<file path="src/sv/bmmd_pkg.sv">
// Types and constants of the banked memory map decoder.
// Depends on nothing; used by the interfaces, the top level and the checker.
package bmmd_pkg;

    typedef enum logic [2:0] {
        TGT_ROM  = 3'd0,
        TGT_VRAM = 3'd1,
        TGT_CRAM = 3'd2,
        TGT_WRAM = 3'd3,
        TGT_OAM  = 3'd4,
        TGT_IO   = 3'd5,
        TGT_NONE = 3'd6
    } target_t;

    typedef enum logic [1:0] {
        CFG_CONTROLLER_ON = 2'd0,
        CFG_ROM_BANK_MASK = 2'd1,
        CFG_RAM_BANK_CNT  = 2'd2,
        CFG_CART_RAM      = 2'd3
    } cfg_index_t;

    localparam int CfgDataWidth = 7;
    localparam int AddrWidth    = 16;
    localparam int OffsetWidth  = 21;

    localparam logic [6:0] RomBankReset   = 7'd1;
    localparam logic [6:0] RomMaskReset   = 7'h7F;
    localparam logic [3:0] RamEnableKey   = 4'hA;

    typedef struct packed {
        target_t                 target;
        logic [OffsetWidth-1:0]  phys_offset;
        logic                    store_enable;
        logic [7:0]              store_data;
    } result_t;

endpackage

</file>
<file path="src/sv/bmmd_if.sv">
// Handshake channels of the bank decoder: CPU access in, decoded result out.
// Depends on bmmd_pkg for widths and the target code type.
interface bmmd_access_if
    import bmmd_pkg::*;
();
    logic                  valid;
    logic                  ready;
    logic                  cmd;
    logic [AddrWidth-1:0]  bus_address;
    logic [7:0]            write_value;

    modport source (output valid, output cmd, output bus_address, output write_value,
                    input ready);
    modport sink   (input valid, input cmd, input bus_address, input write_value,
                    output ready);
endinterface

interface bmmd_result_if
    import bmmd_pkg::*;
();
    logic                    valid;
    logic                    ready;
    target_t                 target;
    logic [OffsetWidth-1:0]  phys_offset;
    logic                    store_enable;
    logic [7:0]              store_data;

    modport source (output valid, output target, output phys_offset,
                    output store_enable, output store_data, input ready);
    modport sink   (input valid, input target, input phys_offset,
                    input store_enable, input store_data, output ready);
endinterface

</file>
<file path="src/sv/banked_memory_map_decoder.sv">
// Banked memory map decoder: each accepted access is decoded combinationally and its result
// is registered in the output register, or in the skid entry while the output stalls.
// Throughput one access per cycle while the skid entry is empty; bank registers update at
// the accepting edge. The two-entry buffer takes one more access while a result waits.
// rst_n is asynchronous, active low: config to defaults, ROM bank 1, other bank state 0,
// result buffer empty.
module banked_memory_map_decoder
    import bmmd_pkg::*;
(
    input  logic                     clk,
    input  logic                     rst_n,
    input  logic                     cfg_write,
    input  logic [1:0]               cfg_index,
    input  logic [CfgDataWidth-1:0]  cfg_data,
    bmmd_access_if.sink              access_ch,
    bmmd_result_if.source            result_ch
);

    // Configuration registers: the user writes them only while the block is idle (not enforced).
    logic        ctrl_on_reg;
    logic [6:0]  rom_mask_reg;
    logic [4:0]  ram_bank_cnt_reg;
    logic        cart_ram_reg;

    // Bank controller state.
    logic [6:0]  rom_bank_reg,  rom_bank_next;
    logic [1:0]  ram_bank_reg,  ram_bank_next;
    logic        ram_en_reg,    ram_en_next;
    logic        bank_mode_reg, bank_mode_next;

    // Result buffer: the output register and a skid entry behind it.
    result_t     out_reg,   out_next;
    logic        out_valid_reg, out_valid_next;
    result_t     skid_reg,  skid_next;
    logic        skid_valid_reg, skid_valid_next;

    logic        in_fire;
    logic        out_fire;
    result_t     decoded;

    logic                   cmd;
    logic [AddrWidth-1:0]   addr;
    logic [7:0]             wval;

    assign cmd  = access_ch.cmd;
    assign addr = access_ch.bus_address;
    assign wval = access_ch.write_value;

    // The skid entry is the only thing that can block a new access.
    assign access_ch.ready = !skid_valid_reg;
    assign in_fire  = access_ch.valid && access_ch.ready;
    assign out_fire = out_valid_reg && result_ch.ready;

    always_ff @(posedge clk or negedge rst_n)
    begin
        if (!rst_n)
        begin
            ctrl_on_reg      <= 1'b0;
            rom_mask_reg     <= RomMaskReset;
            ram_bank_cnt_reg <= 5'd0;
            cart_ram_reg     <= 1'b0;
        end
        else if (cfg_write)
        begin
            case (cfg_index)
                CFG_CONTROLLER_ON: ctrl_on_reg      <= cfg_data[0];
                CFG_ROM_BANK_MASK: rom_mask_reg     <= cfg_data[6:0];
                CFG_RAM_BANK_CNT:  ram_bank_cnt_reg <= cfg_data[4:0];
                CFG_CART_RAM:      cart_ram_reg     <= cfg_data[0];
                default:           ctrl_on_reg      <= ctrl_on_reg;
            endcase
        end
    end

    // Address decode against the bank state in force before this access.
    always_comb
    begin
        decoded.target       = TGT_NONE;
        decoded.phys_offset  = '0;
        case (addr) inside
            [16'h0000:16'h3FFF]:
            begin
                decoded.target      = TGT_ROM;
                decoded.phys_offset = {7'd0, addr[13:0]};
            end
            [16'h4000:16'h7FFF]:
            begin
                // Switchable window: the full seven-bit bank in every mode.
                decoded.target      = TGT_ROM;
                decoded.phys_offset = {rom_bank_reg, addr[13:0]};
            end
            [16'h8000:16'h9FFF]:
            begin
                decoded.target      = TGT_VRAM;
                decoded.phys_offset = {8'd0, addr[12:0]};
            end
            [16'hA000:16'hBFFF]:
            begin
                // Cartridge RAM only answers when fitted and enabled.
                if (cart_ram_reg && ram_en_reg)
                begin
                    decoded.target = TGT_CRAM;
                    if (ctrl_on_reg && bank_mode_reg
                        && ({3'd0, ram_bank_reg} < ram_bank_cnt_reg))
                    begin
                        decoded.phys_offset = {6'd0, ram_bank_reg, addr[12:0]};
                    end
                    else
                    begin
                        decoded.phys_offset = {8'd0, addr[12:0]};
                    end
                end
            end
            [16'hC000:16'hFDFF]:
            begin
                // Work RAM and its echo share the low thirteen address bits.
                decoded.target      = TGT_WRAM;
                decoded.phys_offset = {8'd0, addr[12:0]};
            end
            [16'hFE00:16'hFE9F]:
            begin
                decoded.target      = TGT_OAM;
                decoded.phys_offset = {13'd0, addr[7:0]};
            end
            [16'hFF00:16'hFFFF]:
            begin
                decoded.target      = TGT_IO;
                decoded.phys_offset = {13'd0, addr[7:0]};
            end
            default:
            begin
                decoded.target      = TGT_NONE;
                decoded.phys_offset = '0;
            end
        endcase

        // ROM-area writes go to the controller; writes to nothing are dropped.
        decoded.store_enable = cmd && !addr[15] && 1'b0;
        if (cmd && addr[15] && (decoded.target != TGT_NONE))
        begin
            decoded.store_enable = 1'b1;
        end
        decoded.store_data = decoded.store_enable ? wval : 8'd0;
    end

    // Bank controller register update on ROM-area writes.
    always_comb
    begin
        rom_bank_next  = rom_bank_reg;
        ram_bank_next  = ram_bank_reg;
        ram_en_next    = ram_en_reg;
        bank_mode_next = bank_mode_reg;
        if (in_fire && cmd && !addr[15] && ctrl_on_reg)
        begin
            case (addr[14:13])
                2'd0: ram_en_next = (wval[3:0] == RamEnableKey);
                2'd1:
                begin
                    // A zero low field is replaced by one before the mask is applied.
                    if (wval[4:0] == 5'd0)
                    begin
                        rom_bank_next = {rom_bank_reg[6:5], 5'd1} & rom_mask_reg;
                    end
                    else
                    begin
                        rom_bank_next = {rom_bank_reg[6:5], wval[4:0]} & rom_mask_reg;
                    end
                end
                2'd2:
                begin
                    ram_bank_next = wval[1:0];
                    rom_bank_next = {wval[1:0], rom_bank_reg[4:0]} & rom_mask_reg;
                end
                default: bank_mode_next = wval[0];
            endcase
        end
    end

    always_ff @(posedge clk or negedge rst_n)
    begin
        if (!rst_n)
        begin
            rom_bank_reg  <= RomBankReset;
            ram_bank_reg  <= 2'd0;
            ram_en_reg    <= 1'b0;
            bank_mode_reg <= 1'b0;
        end
        else
        begin
            rom_bank_reg  <= rom_bank_next;
            ram_bank_reg  <= ram_bank_next;
            ram_en_reg    <= ram_en_next;
            bank_mode_reg <= bank_mode_next;
        end
    end

    // Result buffer. When the output register drains (or is empty) it refills from
    // the skid entry first, else from the new access. A new access that arrives
    // while the output stalls is parked in the skid entry.
    always_comb
    begin
        out_next        = out_reg;
        out_valid_next  = out_valid_reg;
        skid_next       = skid_reg;
        skid_valid_next = skid_valid_reg;
        if (!out_valid_reg || out_fire)
        begin
            if (skid_valid_reg)
            begin
                out_next        = skid_reg;
                out_valid_next  = 1'b1;
                skid_valid_next = 1'b0;
            end
            else
            begin
                out_next       = decoded;
                out_valid_next = in_fire;
            end
        end
        else if (in_fire)
        begin
            skid_next       = decoded;
            skid_valid_next = 1'b1;
        end
    end

    always_ff @(posedge clk or negedge rst_n)
    begin
        if (!rst_n)
        begin
            out_valid_reg  <= 1'b0;
            skid_valid_reg <= 1'b0;
        end
        else
        begin
            out_valid_reg  <= out_valid_next;
            skid_valid_reg <= skid_valid_next;
        end
    end

    always_ff @(posedge clk)
    begin
        out_reg  <= out_next;
        skid_reg <= skid_next;
    end

    assign result_ch.valid        = out_valid_reg;
    assign result_ch.target       = out_reg.target;
    assign result_ch.phys_offset  = out_reg.phys_offset;
    assign result_ch.store_enable = out_reg.store_enable;
    assign result_ch.store_data   = out_reg.store_data;

endmodule

</file>
<file path="src/flat_wrapper.sv">
// flat-port wrapper written by rule: the top's interface ports become plain ports
module banked_memory_map_decoder_flat import bmmd_pkg::*;
  (clk, rst_n, cfg_write, cfg_index, cfg_data, access_ch_valid, access_ch_cmd, access_ch_bus_address, access_ch_write_value, access_ch_ready, result_ch_valid, result_ch_target, result_ch_phys_offset, result_ch_store_enable, result_ch_store_data, result_ch_ready);
  bmmd_access_if access_ch_i ();
  bmmd_result_if result_ch_i ();
  input  logic clk;
  input  logic rst_n;
  input  logic cfg_write;
  input  logic [1:0] cfg_index;
  input  logic [CfgDataWidth-1:0] cfg_data;
  input wire logic [$bits(access_ch_i.valid)-1:0] access_ch_valid;
  input wire logic [$bits(access_ch_i.cmd)-1:0] access_ch_cmd;
  input wire logic [$bits(access_ch_i.bus_address)-1:0] access_ch_bus_address;
  input wire logic [$bits(access_ch_i.write_value)-1:0] access_ch_write_value;
  output wire logic [$bits(access_ch_i.ready)-1:0] access_ch_ready;
  output wire logic [$bits(result_ch_i.valid)-1:0] result_ch_valid;
  output wire logic [$bits(result_ch_i.target)-1:0] result_ch_target;
  output wire logic [$bits(result_ch_i.phys_offset)-1:0] result_ch_phys_offset;
  output wire logic [$bits(result_ch_i.store_enable)-1:0] result_ch_store_enable;
  output wire logic [$bits(result_ch_i.store_data)-1:0] result_ch_store_data;
  input wire logic [$bits(result_ch_i.ready)-1:0] result_ch_ready;
  assign access_ch_i.valid = access_ch_valid;
  assign access_ch_i.cmd = access_ch_cmd;
  assign access_ch_i.bus_address = access_ch_bus_address;
  assign access_ch_i.write_value = access_ch_write_value;
  assign access_ch_ready = access_ch_i.ready;
  assign result_ch_valid = result_ch_i.valid;
  assign result_ch_target = result_ch_i.target;
  assign result_ch_phys_offset = result_ch_i.phys_offset;
  assign result_ch_store_enable = result_ch_i.store_enable;
  assign result_ch_store_data = result_ch_i.store_data;
  assign result_ch_i.ready = result_ch_ready;
  banked_memory_map_decoder u_core (.clk(clk), .rst_n(rst_n), .cfg_write(cfg_write), .cfg_index(cfg_index), .cfg_data(cfg_data), .access_ch(access_ch_i), .result_ch(result_ch_i));
endmodule
</file>
<file path="config.mk">
export PLATFORM = sky130hd
export DESIGN_NAME = banked_memory_map_decoder_flat
export DESIGN_NICKNAME = d
export VERILOG_FILES = /design/src/sv/bmmd_pkg.sv /design/src/sv/bmmd_if.sv /design/src/sv/banked_memory_map_decoder.sv /design/src/flat_wrapper.sv
export SDC_FILE = /design/constraint.sdc
export NUM_CORES = 1
export LEC_CHECK = 0
export BUFFER_PORTS_ARGS = -buffer_cell sky130_fd_sc_hd__buf_2
export CORE_MARGIN = 5
export CORE_UTILIZATION = 50
export CTS_CLUSTER_DIAMETER = 120
export CTS_CLUSTER_SIZE = 12
export DETAILED_ROUTE_END_ITERATION = 6
export GPL_TIMING_DRIVEN = 0
export HOLD_SLACK_MARGIN = 0.15
export PLACE_DENSITY = 0.84
export RECOVER_POWER = 50
export REMOVE_ABC_BUFFERS = 1
export SLEW_MARGIN = 20
export SYNTH_ARGS = -nofsm -noshare
export SYNTH_HDL_FRONTEND = slang
export SYNTH_SLANG_ARGS = --single-unit
</file>
<file path="constraint.sdc">
create_clock -name clk -period 3.26 [get_ports clk]
set_clock_uncertainty 0.1 [all_clocks]
set_input_delay 0.326 -clock clk [delete_from_list [all_inputs] [get_ports clk]]
set_output_delay 0.326 -clock clk [all_outputs]
set_load 0.01 [all_outputs]
</file>
==> summary.md <==
| Metric | Value |
|---|---|
| CP max stage cell | dfrtp_2 |
| Worst setup path class | reg2out |
| Period utilisation layout | slightly below 80% |
| Reg-to-reg endpoint | u_core.result_ch.phys_offset[20] |
| Switching pwr | approximately 0.66 mW |
| Clock Latency Late Sink | 350 ps |
| Part of the power in combinational logic | a little over an eighth |
| Core ar. | 8090 um2 |
| Flop2flop setup slack | roughly 870 ps |
| Vias in the first global route | 2761 |
| Layout cells sized above 1 | between 20 and 25% |
| Sw frac | between 20% and 30% |
| Post-Syn Instances | around 310 |
| Root Driver | clkbuf_8 |
| Max reg flops | 33 |
| Num rows | 33 |
| Worst Hold Launch | access_ch_write_value[4] |
| Die Y-Extent | about 100 um |
| Largest family of logic cells by synthesized area | simple AND/OR/NAND/NOR gates |
| Crit path time final | around 2500 ps |
| CTS sink cnt | 93 |
| ANT nets after route | 0 |
| Min-Delay Endpoint | u_core.rom_bank_reg[4] |
| Post-synthesis xor/xnor area fraction | 0% |
| Synth Flop Type | edfxtp_1 |
| Peak VDD IR | slightly above 300 uV |
| Slew @ Worst Pin | around 1400 ps |
| Total Power | 2.69 mW |
| Post-synthesis adder-cell area fraction | ~1.5% |
| Slew margin rel. | about 4.7% |
| Die Area | approximately 10000 um2 |
| Largest net degree at the start of global routing | 37 |
| Gp weighted congestion | 0.843 |
| Crit path cell chain | inv_1, buf_2 |
| Mean Syn Cell Area | around 13 um2 |
| Clock slew at reported path FFs | ~80 ps |
| Hold Vio Cnt, Final | 0 |
| F_max | just under 400 MHz |
| Max Root-Sink Buffers | 2 |
| Hold Crit Class | in2reg |
| First-pass GRT wire length | roughly 14000 um |
| Inserted Clock Buffers | 9 |
| Final net count | about 440 |
| Critical path endpoint category | primary output |
| PD cells | between 500 and 600 nW/um2 |
| Final WL | around 8400 um |
| Crit path buf inv count | 2 |
| WHS Path Cells | 2 |
| Port Buf Inserts | between 70 and 80 |
| Synth Cell Area | ~4100 um2 |
| Crit path max-delay family | buffers and inverters |
| Final core utilization | between 60% and 70% |
| Compound-Gate Fraction of Synth Area | 9.53% |
| Initial DRC count | 198 |
| CP arrival | roughly 2100 ps |
| Most common cell after layout, fill and taps aside | edfxtp_1 |
| Sequential share of power | about 56% |
| CP peak stage delay | slightly above 800 ps |
| WL per Instance | around 17 um |
| Mux cell area share after synthesis | about 7.7% |
| FF+latch area | around 2700 um2 |
| Worst endpoint required time | 2830 ps |
| Synth cell types | 40 |
| Worst Setup Start Kind | flip-flop |
| Most frequent cells in the layout | edfxtp_1, nand2_1, clkbuf_1 |
| Setup TNS | 0 ps |
| Multi-input logic area | approximately 1300 um2 |
| Crit path max fanout | 36 |
| Syn. warnings | 0 |
| Post-synthesis register bit count | between 90 and 100 |
| Non-filler instance count after layout | approximately 500 |
| Clk network pwr share | between 30% and 40% |
| Number of flops mapped to enable cells by yosys | between 60 and 70 |
| Register area share after synthesis | between 60 and 70% |
| Total global-route track usage | 17.0% |
| Async set-reset flop share out of synthesis | slightly below 30% |
| Avg Vias per Cell | 5.39 |
| Cells on worst reg2reg path | 2 |
| Htree depth | 3 |
| Max Cap Viol | 0 |
| Synth-to-Final Area Change | 19.4% |
| Diode count | 0 |
| DRC viols | 0 |
| Placed cell count | 477 |
| Initial antenna violation count | 0 |
| Initial core utilization | 50.8% |
| R2r startpoint | u_core.result_ch.valid |
| CTS tree | yes |
| RSZ-0062 raised after global routing | false |
| Setup-failing EPs final | 0 |
| Status | finished clean |
| Die width | 101 um |
| Total number of vias | 2719 |
| LEAKAGE | around 1.9 nW |
| Final Slew Violations | 0 |
| Fill cells | 661 |
| Detail Placement HPWL | approximately 6000 um |
| Area after DPL | between 4000 and 5000 um2 |
| Drt first pass iters | 5 |
| Io pins | 74 |
| Simple-gate share of the synthesized area | 13.7% |
| Crit path from | u_core.skid_valid_reg |
| Post-CTS Resized | 0 |
| Internal power | about 2.0 mW |
| Grt ovf | 0 |
| Fin area | 4910 um2 |
per-stage QoR:
stage | setup slack, ps | hold slack, ps
after floorplan | 29.1 | -69.6
after global placement | -1080 | 253
after detailed placement | 323 | 267
after CTS | 167 | 160
after global routing | 606 | 167
final | 723 | 168
kinds of logic (layout without fill, tap and decap cells):
kind of cell	Yosys count	in the layout
AO/OA/AOI/OAI	47	47
adder cells (fa/ha/maj)	5	5
buffers and inverters	26	116
flip-flops	93	93
multiplexers	28	28
AND/OR/NAND/NOR	110	110
routing by layer:
layer | track usage, % | wire (um) | vias to the layer above | part of all wire (%)
li1 | - | - | 1307 | -
met1 | 22.8 | 3650 | 1319 | 44
met2 | 27.6 | 4100 | 81 | 49
met3 | 3.11 | 504 | 12 | 6.0
met4 | 6.74 | 122 | 0 | 1.5
met5 | 0 | 0 | - | 0
worst max-delay path by stage:
stage | to | slack (ps) | cells after the start
5_1_grt | access_ch_ready | 610 | 2
4_1_cts | access_ch_ready | 170 | 2
6_report | access_ch_ready | 720 | 2
2_1_floorplan | u_core.skid_reg[0] | 30 | 2
3_3_place_gp | u_core.skid_reg[21] | -1080 | 3
3_5_place_dp | u_core.result_ch.phys_offset[14] | 320 | 3
repair_timing:
| action | in CTS | in global routing |
|---|---|---|
| hold buffers | 11 | 0 |
| endpoints found under the setup margin | 0 | 0 |
| buffers inserted | 0 | 0 |
| endpoints found under the hold margin | 36 | 0 |
area by class of cell:
cell class | instances | area share (%)
clock inverter | 2 | 0.791
tap | 105 | 2.68
multi-input combinational | 190 | 27.5
timing repair buffer | 87 | 9.87
sequential | 93 | 54.4
clock buffer | 14 | 3.77
inverter | 13 | 0.995
power groups by stage:
stage	sequential, mW	combinational (mW)	clock, mW
2_1_floorplan	1.53	0.189	0
3_3_place_gp	1.52	0.333	0
3_5_place_dp	1.53	0.365	0
4_1_cts	1.50	0.376	0.856
5_1_grt	1.52	0.391	0.899
6_report	1.51	0.352	0.835
synth_stat cells, types with 2 or more instances:
cell / instances / area share (%)
edfxtp_1: 66 / 48
dfrtp_1: 19 / 12
mux2_2: 28 / 7.7
nand2_1: 45 / 4.1
o31ai_2: 3 / 0.91
nand3b_1: 2 / 0.37
ha_1: 5 / 1.5
o41ai_1: 3 / 0.64
nor3_1: 10 / 1.2
nand2b_1: 3 / 0.46
a22o_1: 2 / 0.43
a21oi_1: 4 / 0.49
o21ai_0: 13 / 1.6
nor2b_1: 11 / 1.7
o31ai_1: 2 / 0.37
nor2_1: 12 / 1.1
and3_1: 2 / 0.30
buf_1: 2 / 0.18
buf_2: 6 / 0.73
a32o_1: 4 / 0.97
dfstp_2: 8 / 5.1
a21o_1: 4 / 0.73
nand4_1: 4 / 0.61
and2_1: 11 / 1.7
a221o_1: 2 / 0.49
nor3b_1: 3 / 0.55
o41ai_2: 5 / 2.0
inv_1: 13 / 1.2
clkbuf_1: 4 / 0.37
nor4_1: 3 / 0.46
worst reg2reg max path, cell delays in order (launching register included):
cell	delay [ps]
dfrtp_1	400
nand2b_1	660
clkbuf_1	830
Power figures use the tool's default switching activity.
